[src/design/rrs_pkg.sv]
// ----------------------------------------------------------------------------
// rrs_pkg
// Operation codes and fixed result widths for the reversible ring stack.
// ----------------------------------------------------------------------------
package rrs_pkg;

  typedef enum logic [1:0] {
    MODE_PUSH = 2'd0,
    MODE_POP  = 2'd1,
    MODE_FLIP = 2'd2,
    MODE_NONE = 2'd3
  } mode_t;

  localparam int unsigned VAL_W  = 32;
  localparam int unsigned USED_W = 5;

endpackage

[src/design/reversible_ring_stack.sv]
// ----------------------------------------------------------------------------
// reversible_ring_stack
// LIFO stack in a circular store with push, pop and whole-stack reversal.
// ----------------------------------------------------------------------------
//  channel  | ports                                   | handshake
//  ---------+-----------------------------------------+-----------------------
//  input    | in_mode, in_push_value                  | start && !busy
//  result   | out_pop_value, out_accepted, out_depth_ | out_valid, one cycle
//           | used, out_now_empty/full/reversed       |
//
//  One item per cycle; its result appears in the cycle after acceptance.
//  The figure is set by the single slot store: one write (push) or one
//  registered read (pop) per item at the accepting edge.
//  busy is held low; the receiver cannot stall and none is needed.
//  Synchronous reset clears pointers, count and direction; slot contents
//  are undefined until pushed.
// ----------------------------------------------------------------------------
module reversible_ring_stack #(
  parameter int unsigned DEPTH = 16,
  parameter int unsigned WIDTH = 32
) (
  input  logic                          clk,
  input  logic                          rst_n,
  input  logic                          start,
  output logic                          busy,
  input  logic [1:0]                    in_mode,
  input  logic [rrs_pkg::VAL_W-1:0]     in_push_value,
  output logic                          out_valid,
  output logic [rrs_pkg::VAL_W-1:0]     out_pop_value,
  output logic                          out_accepted,
  output logic [rrs_pkg::USED_W-1:0]    out_depth_used,
  output logic                          out_now_empty,
  output logic                          out_now_full,
  output logic                          out_now_reversed
);

  localparam int unsigned AW = (DEPTH > 1) ? $clog2(DEPTH) : 1;
  localparam int unsigned CW = $clog2(DEPTH + 1);
  localparam logic [AW-1:0] LAST_SLOT = AW'(DEPTH - 1);
  localparam logic [CW-1:0] FULL_CNT  = CW'(DEPTH);

  logic [WIDTH-1:0] slots [DEPTH];

  logic [AW-1:0] top_r, top_nxt;
  logic [AW-1:0] bot_r, bot_nxt;
  logic [CW-1:0] cnt_r, cnt_nxt;
  logic          rev_r, rev_nxt;

  logic          vld_r;
  logic          ok_r, ok_nxt;
  logic          pop_r, pop_nxt;
  logic [WIDTH-1:0] rd_r;

  logic          acc;
  logic          wr_en;
  logic [AW-1:0] up_ptr, dn_ptr;
  logic [WIDTH-1:0] wr_data;
  logic [WIDTH+rrs_pkg::VAL_W-1:0] push_ext;
  logic [WIDTH+rrs_pkg::VAL_W-1:0] pop_ext;
  logic [CW+rrs_pkg::USED_W-1:0]   used_ext;
  rrs_pkg::mode_t mode;

  assign busy  = 1'b0;
  assign acc   = start && !busy;
  assign mode  = rrs_pkg::mode_t'(in_mode);

  assign up_ptr = (top_r == LAST_SLOT) ? '0 : top_r + AW'(1);
  assign dn_ptr = (top_r == '0) ? LAST_SLOT : top_r - AW'(1);

  assign push_ext = {{WIDTH{1'b0}}, in_push_value};
  assign wr_data  = push_ext[WIDTH-1:0];

  always_comb begin
    top_nxt = top_r;
    bot_nxt = bot_r;
    cnt_nxt = cnt_r;
    rev_nxt = rev_r;
    ok_nxt  = 1'b0;
    pop_nxt = 1'b0;
    wr_en   = 1'b0;
    if (acc) begin
      unique case (mode)
        rrs_pkg::MODE_PUSH: begin
          if (cnt_r != FULL_CNT) begin
            if (cnt_r == '0) begin
              bot_nxt = top_r;
            end else begin
              top_nxt = rev_r ? dn_ptr : up_ptr;
            end
            cnt_nxt = cnt_r + CW'(1);
            wr_en   = 1'b1;
            ok_nxt  = 1'b1;
          end
        end
        rrs_pkg::MODE_POP: begin
          if (cnt_r != '0) begin
            cnt_nxt = cnt_r - CW'(1);
            if (cnt_r != CW'(1)) begin
              top_nxt = rev_r ? up_ptr : dn_ptr;
            end
            pop_nxt = 1'b1;
            ok_nxt  = 1'b1;
          end
        end
        rrs_pkg::MODE_FLIP: begin
          top_nxt = bot_r;
          bot_nxt = top_r;
          rev_nxt = !rev_r;
          ok_nxt  = 1'b1;
        end
        default: begin
        end
      endcase
    end
  end

  always_ff @(posedge clk) begin
    if (wr_en) begin
      slots[top_nxt] <= wr_data;
    end
    rd_r <= slots[top_r];
  end

  always_ff @(posedge clk) begin
    if (!rst_n) begin
      top_r <= '0;
      bot_r <= '0;
      cnt_r <= '0;
      rev_r <= 1'b0;
      vld_r <= 1'b0;
      ok_r  <= 1'b0;
      pop_r <= 1'b0;
    end else begin
      top_r <= top_nxt;
      bot_r <= bot_nxt;
      cnt_r <= cnt_nxt;
      rev_r <= rev_nxt;
      vld_r <= acc;
      ok_r  <= ok_nxt;
      pop_r <= pop_nxt;
    end
  end

  assign pop_ext  = {{rrs_pkg::VAL_W{1'b0}}, (pop_r ? rd_r : {WIDTH{1'b0}})};
  assign used_ext = {{rrs_pkg::USED_W{1'b0}}, cnt_r};

  assign out_valid        = vld_r;
  assign out_pop_value    = pop_ext[rrs_pkg::VAL_W-1:0];
  assign out_accepted     = ok_r;
  assign out_depth_used   = used_ext[rrs_pkg::USED_W-1:0];
  assign out_now_empty    = (cnt_r == '0);
  assign out_now_full     = (cnt_r == FULL_CNT);
  assign out_now_reversed = rev_r;

`ifndef SYNTHESIS
  a_cnt_bound: assert property (@(posedge clk) disable iff (!rst_n)
    cnt_r <= FULL_CNT)
    else $error("item count beyond capacity");

  a_single_ptr: assert property (@(posedge clk) disable iff (!rst_n)
    (cnt_r <= CW'(1)) |-> (top_r == bot_r))
    else $error("top and bottom differ with at most one item");

  a_result_follows: assert property (@(posedge clk) disable iff (!rst_n)
    acc |=> out_valid)
    else $error("accepted item gave no result");

  a_refused_zero: assert property (@(posedge clk) disable iff (!rst_n)
    (out_valid && !out_accepted) |-> (out_pop_value == '0))
    else $error("refused item carries a value");

  a_pop_shrinks: assert property (@(posedge clk) disable iff (!rst_n)
    (acc && mode == rrs_pkg::MODE_POP && cnt_r != '0) |=>
      (cnt_r == $past(cnt_r) - CW'(1)))
    else $error("pop did not reduce the count");
`endif

endmodule
[config.mk]
export PLATFORM = sky130hd
export DESIGN_NAME = reversible_ring_stack
export DESIGN_NICKNAME = d
export VERILOG_FILES = /design/src/design/rrs_pkg.sv /design/src/design/reversible_ring_stack.sv
export SDC_FILE = /design/constraint.sdc
export NUM_CORES = 1
export LEC_CHECK = 0
export BUFFER_PORTS_ARGS = -buffer_cell sky130_fd_sc_hd__buf_2
export CAP_MARGIN = 20
export CORE_ASPECT_RATIO = 1.2
export CORE_MARGIN = 2
export CORE_UTILIZATION = 60
export CTS_BUF_LIST = sky130_fd_sc_hd__clkbuf_4 sky130_fd_sc_hd__clkbuf_8
export DETAILED_ROUTE_END_ITERATION = 7
export PLACE_DENSITY = 0.83
export SLEW_MARGIN = 15
export SYNTH_ARGS = -nofsm -noshare
export SYNTH_HDL_FRONTEND = slang
export SYNTH_SLANG_ARGS = --single-unit
[constraint.sdc]
create_clock -name clk -period 16.1 [get_ports clk]
set_input_delay 1.61 -clock clk [delete_from_list [all_inputs] [get_ports clk]]
set_output_delay 1.61 -clock clk [all_outputs]
set_load 0.005 [all_outputs]
**Word-level counts from Yosys, hierarchy flattened**

Memory sizes are Yosys's and may differ from the RTL's. A register that Yosys moved wholly into a read port is not among the register bits.
Cells that the tools add are included.

- Bits in registers: 17
- Latch bits: 0
- Memory bits (writable): 512
- Bits in read-only memories: 0
- Output and inout port bits: 43
- Word-level logic and storage cells: 57
- Memories kept: 1

- $add $sub $neg: 4
- Multipliers: 0
- Div/mod/pow operators: 0
- Order comparisons: 0
- Equality and inequality tests: 9
- Shifts and indexed selects: 0
- Multiplexer cells: 24
- Bitwise operators: 0
- Reductions and logical operators: 12

Memories:

| name | depth | bits a word | read ports | clocked after memory_dff | wr ports | RTL line | text |
|---|---|---|---|---|---|---|---|
| slots | 16 | 32 | 1 | 1 | 1 | reversible_ring_stack.sv:42 | `logic [WIDTH-1:0] slots [DEPTH];` |

Operators by type and width:

| operator | number |
|---|---|
| two-way mux 4 bit | 11 |
| two-way mux 32 bit | 1 |
| one-hot mux 4 bit (3 select lines) | 1 |
| two-way mux 5 bit | 2 |
| one-hot mux 5 bit (2 select lines) | 1 |
| one-hot mux 4 bit (2 select lines) | 1 |
| AND reduction 4 bit | 2 |
| two-way mux 1 bit | 6 |
| != test 2 bit (second input constant) | 3 |
| adder 5 x 1 -> 5 bit (second input constant) | 1 |
| == test 5 bit (second input constant) | 1 |
| zero test 5 bit | 1 |
| != test 5 x 1 -> 1 bit (second input constant) | 1 |
| != test 5 bit (second input constant) | 1 |
| nonzero test 5 bit | 1 |
| subtractor 5 x 1 -> 5 bit (second input constant) | 1 |
| adder 4 x 1 -> 4 bit (second input constant) | 1 |
| == test 4 bit (second input constant) | 1 |
| zero test 4 bit | 1 |
| AND reduction 2 bit | 2 |
| nonzero test 2 bit | 2 |
| subtractor 4 x 1 -> 4 bit (second input constant) | 1 |
| one-hot mux 1 bit (3 select lines) | 1 |
| AND reduction 3 bit | 1 |
| other kinds (4) | 4 |

**Logic depth before layout (Yosys ltp)**

- Word-level depth: 7
- Mapped depth: 11
- Depth with buffers taken out: 8

**Worst setup path after synthesis**

No wires, ideal clock.

- Path type: input-to-reg
- Start point: input in_mode[1]
- End point: memory slots[5][0] (enable)
- Library setup time: 0.513 ns
- Arrival: 6.230 ns
- Path slack: 9.357 ns
- Cell stages on the path: 7
- Buffers on the path: 1
- Path through: buf_2 nor4b_1 o21ai_0 a21oi_2 a211oi_1 o31ai_2 nor4b_1

- Word-level cells in the longest chain between the ends: 5
- Elaborated cells between the ends (all ways): 9
- Classes of those cells: eq/ne (2); mux (6); reduce/logical (1)

Ends and longest elaborated chain:

| item | RTL line | text |
|---|---|---|
| from (decl) | reversible_ring_stack.sv:26 | `input logic [1:0] in_mode,` |
| zero test 2 bit | reversible_ring_stack.sv:82 | `unique case (mode)` |
| two-way mux 1 bit | reversible_ring_stack.sv:82 |  |
| two-way mux 1 bit | reversible_ring_stack.sv:81 | `if (acc) begin` |
| two-way mux 1 bit | reversible_ring_stack.sv:118 | `if (wr_en) begin` |
| two-way mux 1 bit (not written as such) | reversible_ring_stack.sv:119 | `slots[top_nxt] <= wr_data;` |
| to (decl) | reversible_ring_stack.sv:42 |  |

Parallel ways exist; a longest one is shown, timed or not.

**Worst setup path in the final report**

- Start point: register top_r[0]
- End point: memory slots[0][4] (enable)

- Word-level cells in the longest chain between the ends: 7
- Elaborated cells between the ends (all ways): 14
- Classes of those cells: add/sub (2); eq/ne (1); mux (10); reduce/logical (1)

Ends and longest elaborated chain:

| item | RTL line | text |
|---|---|---|
| from (decl) | reversible_ring_stack.sv:44 | `logic [AW-1:0] top_r, top_nxt;` |
| from (signal assigned) | reversible_ring_stack.sv:134 | `top_r <= top_nxt;` |
| subtractor 4 x 1 -> 4 bit, or another cell as far along | reversible_ring_stack.sv:68 | `assign dn_ptr = (top_r == '0) ? LAST_SLOT : top_r - AW'(1);` |
| two-way mux 4 bit (on tied branches) | reversible_ring_stack.sv:68, reversible_ring_stack.sv:67 |  |
| two-way mux 4 bit (on tied branches) | reversible_ring_stack.sv:99, reversible_ring_stack.sv:88 |  |
| two-way mux 4 bit (on tied branches) | reversible_ring_stack.sv:98, reversible_ring_stack.sv:85 |  |
| two-way mux 4 bit (on tied branches) | reversible_ring_stack.sv:96, reversible_ring_stack.sv:84 |  |
| one-hot mux 4 bit (3 select lines) | reversible_ring_stack.sv:82 |  |
| two-way mux 4 bit (*) | reversible_ring_stack.sv:81 |  |

Mark *: on every way between the ends. The rest lies on a longest branch, timed or not.

==> summary.txt <==
Outcome
  – Status: finished, final reports clean

Power
  – Reg power frac: 54.8%
  – Clock power frac: 39.5%
  – Sw Pwr: 0.000647 W
  – Switching Fraction: between 20% and 30%
  – P_int: 0.00233 W
  – P per Cell Area: 122 nW/um2
  – Leak: around 8 nW
  – Combinational power share: 5.7%
  – Worst VDD drop: 0.0841 mV

Synth
  – Mean post-synth cell area: 22.2 um2
  – Synth Flop Type: edfxtp_1
  – Number of synthesized flops with an enable pin: 512
  – Mapped Area: 21,500 um2
  – Post-Synthesis Cells: 971
  – YS warnings: 0
  – Fraction of registers with async set/reset: 0%
  – Yosys reg bits: 561
  – Netlist cell types: 62
  – Sequential share of the synthesized area: between 70% and 80%
  – Syn Nets: 1,014

Floorplanning
  – Core area: ~36,000 um2
  – Die area: 37,400 um2
  – Starting Density: 60.4%
  – Die W: 177 um
  – IO Pins: 80
  – DIE HEIGHT: 212 um
  – Cell Rows: 76

Placed design
  – Input/output buffers: 78
  – GP Congestion: just over 0.9
  – Detailed placement HPWL: around 24 mm
  – Area after DPL: 22,600 um2

Detailed routing
  – Vias: roughly 10,000
  – Avg WL per Cell: between 20 and 30 um
  – Routed Antenna Nets: 0
  – Detailed-route DRC error count: 0
  – 1st-iter DRT viols: 1,036
  – DRT Pass-1 Iters: 4
  – Routed wire length: ~43 mm
  – DR vias/cell: 6.27

Critical path
  – Setup slack, reg-to-reg: roughly 12 ns
  – Crit path DAT: 4.62 ns
  – Crit path kind: reg2reg
  – R2r worst-path depth: 9
  – CP startpoint kind: register
  – Critical Path End Type: register
  – RR Startpoint: top_r[0]$_SDFF_PN0_
  – FF-to-FF End: slots[0][4]$_DFFE_PP_
  – Worst-path fanout max: 37
  – CP required: 16.38 ns

Clock tree
  – CTS tree: built
  – Cts bufs inserted: 84
  – Setup Fix Bufs, Post-CTS: 0
  – CTS root buffer: clkbuf_8
  – Cts repair resizes: 0
  – Clock Sinks: 561
  – Max H-tree Level: 3
  – CTS Buffer Depth: 3
  – Cts hold-fix bufs: 0
  – Insertion delay to the later sink of the worst-skew pair: around 0.64 ns
  – Reg clk slew, reported paths: 0.06 ns

Global route
  – Largest net degree at the start of global routing: 74
  – Tot GR Track Use: 24.0%
  – Initial antenna violation count: 1
  – Congestion Overflow GR: 0
  – Global-route wire length before repair: approximately 65 mm
  – Vias in the first global route: 10,700

STA
  – Max-slew headroom: a little over a quarter
  – Final TNS setup: 0 ns
  – RSZ-0062 raised after global routing: false
  – Min Tclk post-route: 4.34 ns
  – # setup viols final: 0
  – Slew Limit Fails: 0
  – Tightest Pin Transition: about 1.1 ns
  – Clk_skew: 0.0444 ns
  – Period utilisation layout: 27.0%
  – Max frequency: approximately 0.23 GHz
  – Hold Fails Final Rpt: 0

Final layout
  – Design Area, Final: 24,300 um2
  – Register area: 16,400 um2
  – Most frequent cells in the layout: edfxtp_1 (512), mux4_2 (160), clkbuf_8 (87)
  – Multi-input gate area: 4990 um2
  – Fillers: roughly 2,100
  – Share of layout cells above drive strength 1: 36.7%
  – Area Overhead vs Synth: 13.0%
  – Layout Nets: 1,147
  – Commonest non-fill, non-tap cell in the layout: edfxtp_1

Hold path
  – Min-delay worst type: reg2reg
  – Min-delay src: bot_r[1]$_SDFFE_PN0P_
  – Hold EP: bot_r[1]$_SDFFE_PN0P_
  – Hold Path Depth: 2

Job
  – Max cap viols: 0
[critical path: stages (launching register included)]
cell      delay (ns)
dfxtp_4         0.81
inv_1           0.20
ha_1            0.31
o21bai_1        0.21
a221oi_2        0.26
a211oi_1        0.11
o21a_4          0.27
o32a_1          0.47
nor3b_4         0.86
buf_4           0.46
[sequential cells by signal (all words and copies together), names as in the netlist]
register	count
bot_r	4
out_accepted	1
out_depth_used	5
out_now_reversed	1
out_valid	1
pop_r	1
rd_r	32
slots	512
top_r	4
[synthesized netlist by cell type (3+ instances only)]
cell	instances	area, um2
ha_1	6	75.1
clkbuf_1	19	71.3
buf_2	20	100
dfxtp_1	49	981
nand3_1	7	35.0
o211a_1	3	30.0
a21oi_1	6	30.0
nand2b_1	3	18.8
nand2_1	16	60.1
xor2_1	5	43.8
buf_1	10	37.5
nand4_1	3	18.8
xnor2_1	6	52.6
inv_1	8	30.0
nor2b_1	9	56.3
nor2_1	17	63.8
edfxtp_1	512	15400
o22ai_1	3	18.8
and2_1	40	250
o21ai_0	6	30.0
nor4b_1	3	26.3
and3_1	3	18.8
nor3_1	6	30.0
o211ai_1	3	22.5
buf_4	3	22.5
mux4_2	160	3600
mux2i_1	4	40.0
[through the flow]
step | total power, W | setup slack, ns | utilization [%] | hold WS (ns) | std cells
final | 0.00297 | 11.76 | 68.2 | 0.517 | 1642
after global routing | 0.00307 | 11.52 | 68.2 | 0.562 | 1641
after CTS | 0.00299 | 11.74 | 68.2 | 0.519 | 1640
after detailed placement | 0.00183 | 11.17 | 63.3 | 0.500 | 1485
after global placement | 0.00182 | 11.30 | 63.1 | 0.513 | 1482
after floorplan | 0.00177 | 9.36 | - | 0.471 | 971
[power by group through the flow]
stage               Clock [W]  Sequential [W]  Combinational, W
finish                0.00117         0.00163          0.000170
global route          0.00126         0.00163          0.000182
CTS                   0.00120         0.00163          0.000170
detailed placement          0         0.00166          0.000169
global placement            0         0.00166          0.000163
floorplan                   0         0.00165          0.000123
[layer usage]
layer	vias up	share of wire [%]	track usage, %
li1	4327	-	-
met1	5370	39	32.8
met2	501	51	38.8
met3	99	7.6	5.48
met4	2	2.9	8.61
met5	-	0.037	0
[area by class of cell]
cell class	count	share of cell area (%)
multi-input combinational	348	20.5
clock buffer	105	5.48
antenna	1	0.0103
clock inverter	50	1.61
timing repair buffer	101	2.61
sequential	561	67.3
tap	468	2.41
inverter	8	0.123
[kinds of logic after synthesis]
| kind of cell | count (synthesis) | share of synthesized area (%) |
|---|---|---|
| multiplexers | 164 | 16.9 |
| AND/OR/NAND/NOR | 121 | 3.26 |
| adder cells (fa/ha/maj) | 6 | 0.349 |
| AO/OA/AOI/OAI | 45 | 1.71 |
| other | 1 | 0.0174 |
| buffers and inverters | 62 | 1.32 |
| XOR/XNOR | 11 | 0.448 |
| flip-flops | 561 | 76.0 |
[how the worst max path moves through the flow]
stage,startpoint,to,slack (ns),depth (start not counted)
6_report,top_r[0]$_SDFF_PN0_,slots[0][4]$_DFFE_PP_,11.76,9
5_1_grt,top_r[0]$_SDFF_PN0_,slots[0][13]$_DFFE_PP_,11.52,9
4_1_cts,top_r[0]$_SDFF_PN0_,slots[0][12]$_DFFE_PP_,11.74,9
3_5_place_dp,in_mode[0],slots[0][6]$_DFFE_PP_,11.17,8
3_3_place_gp,in_mode[1],slots[1][5]$_DFFE_PP_,11.30,8
2_1_floorplan,in_mode[1],slots[5][0]$_DFFE_PP_,9.36,7
Note: power is estimated with default switching activity, not from simulation.
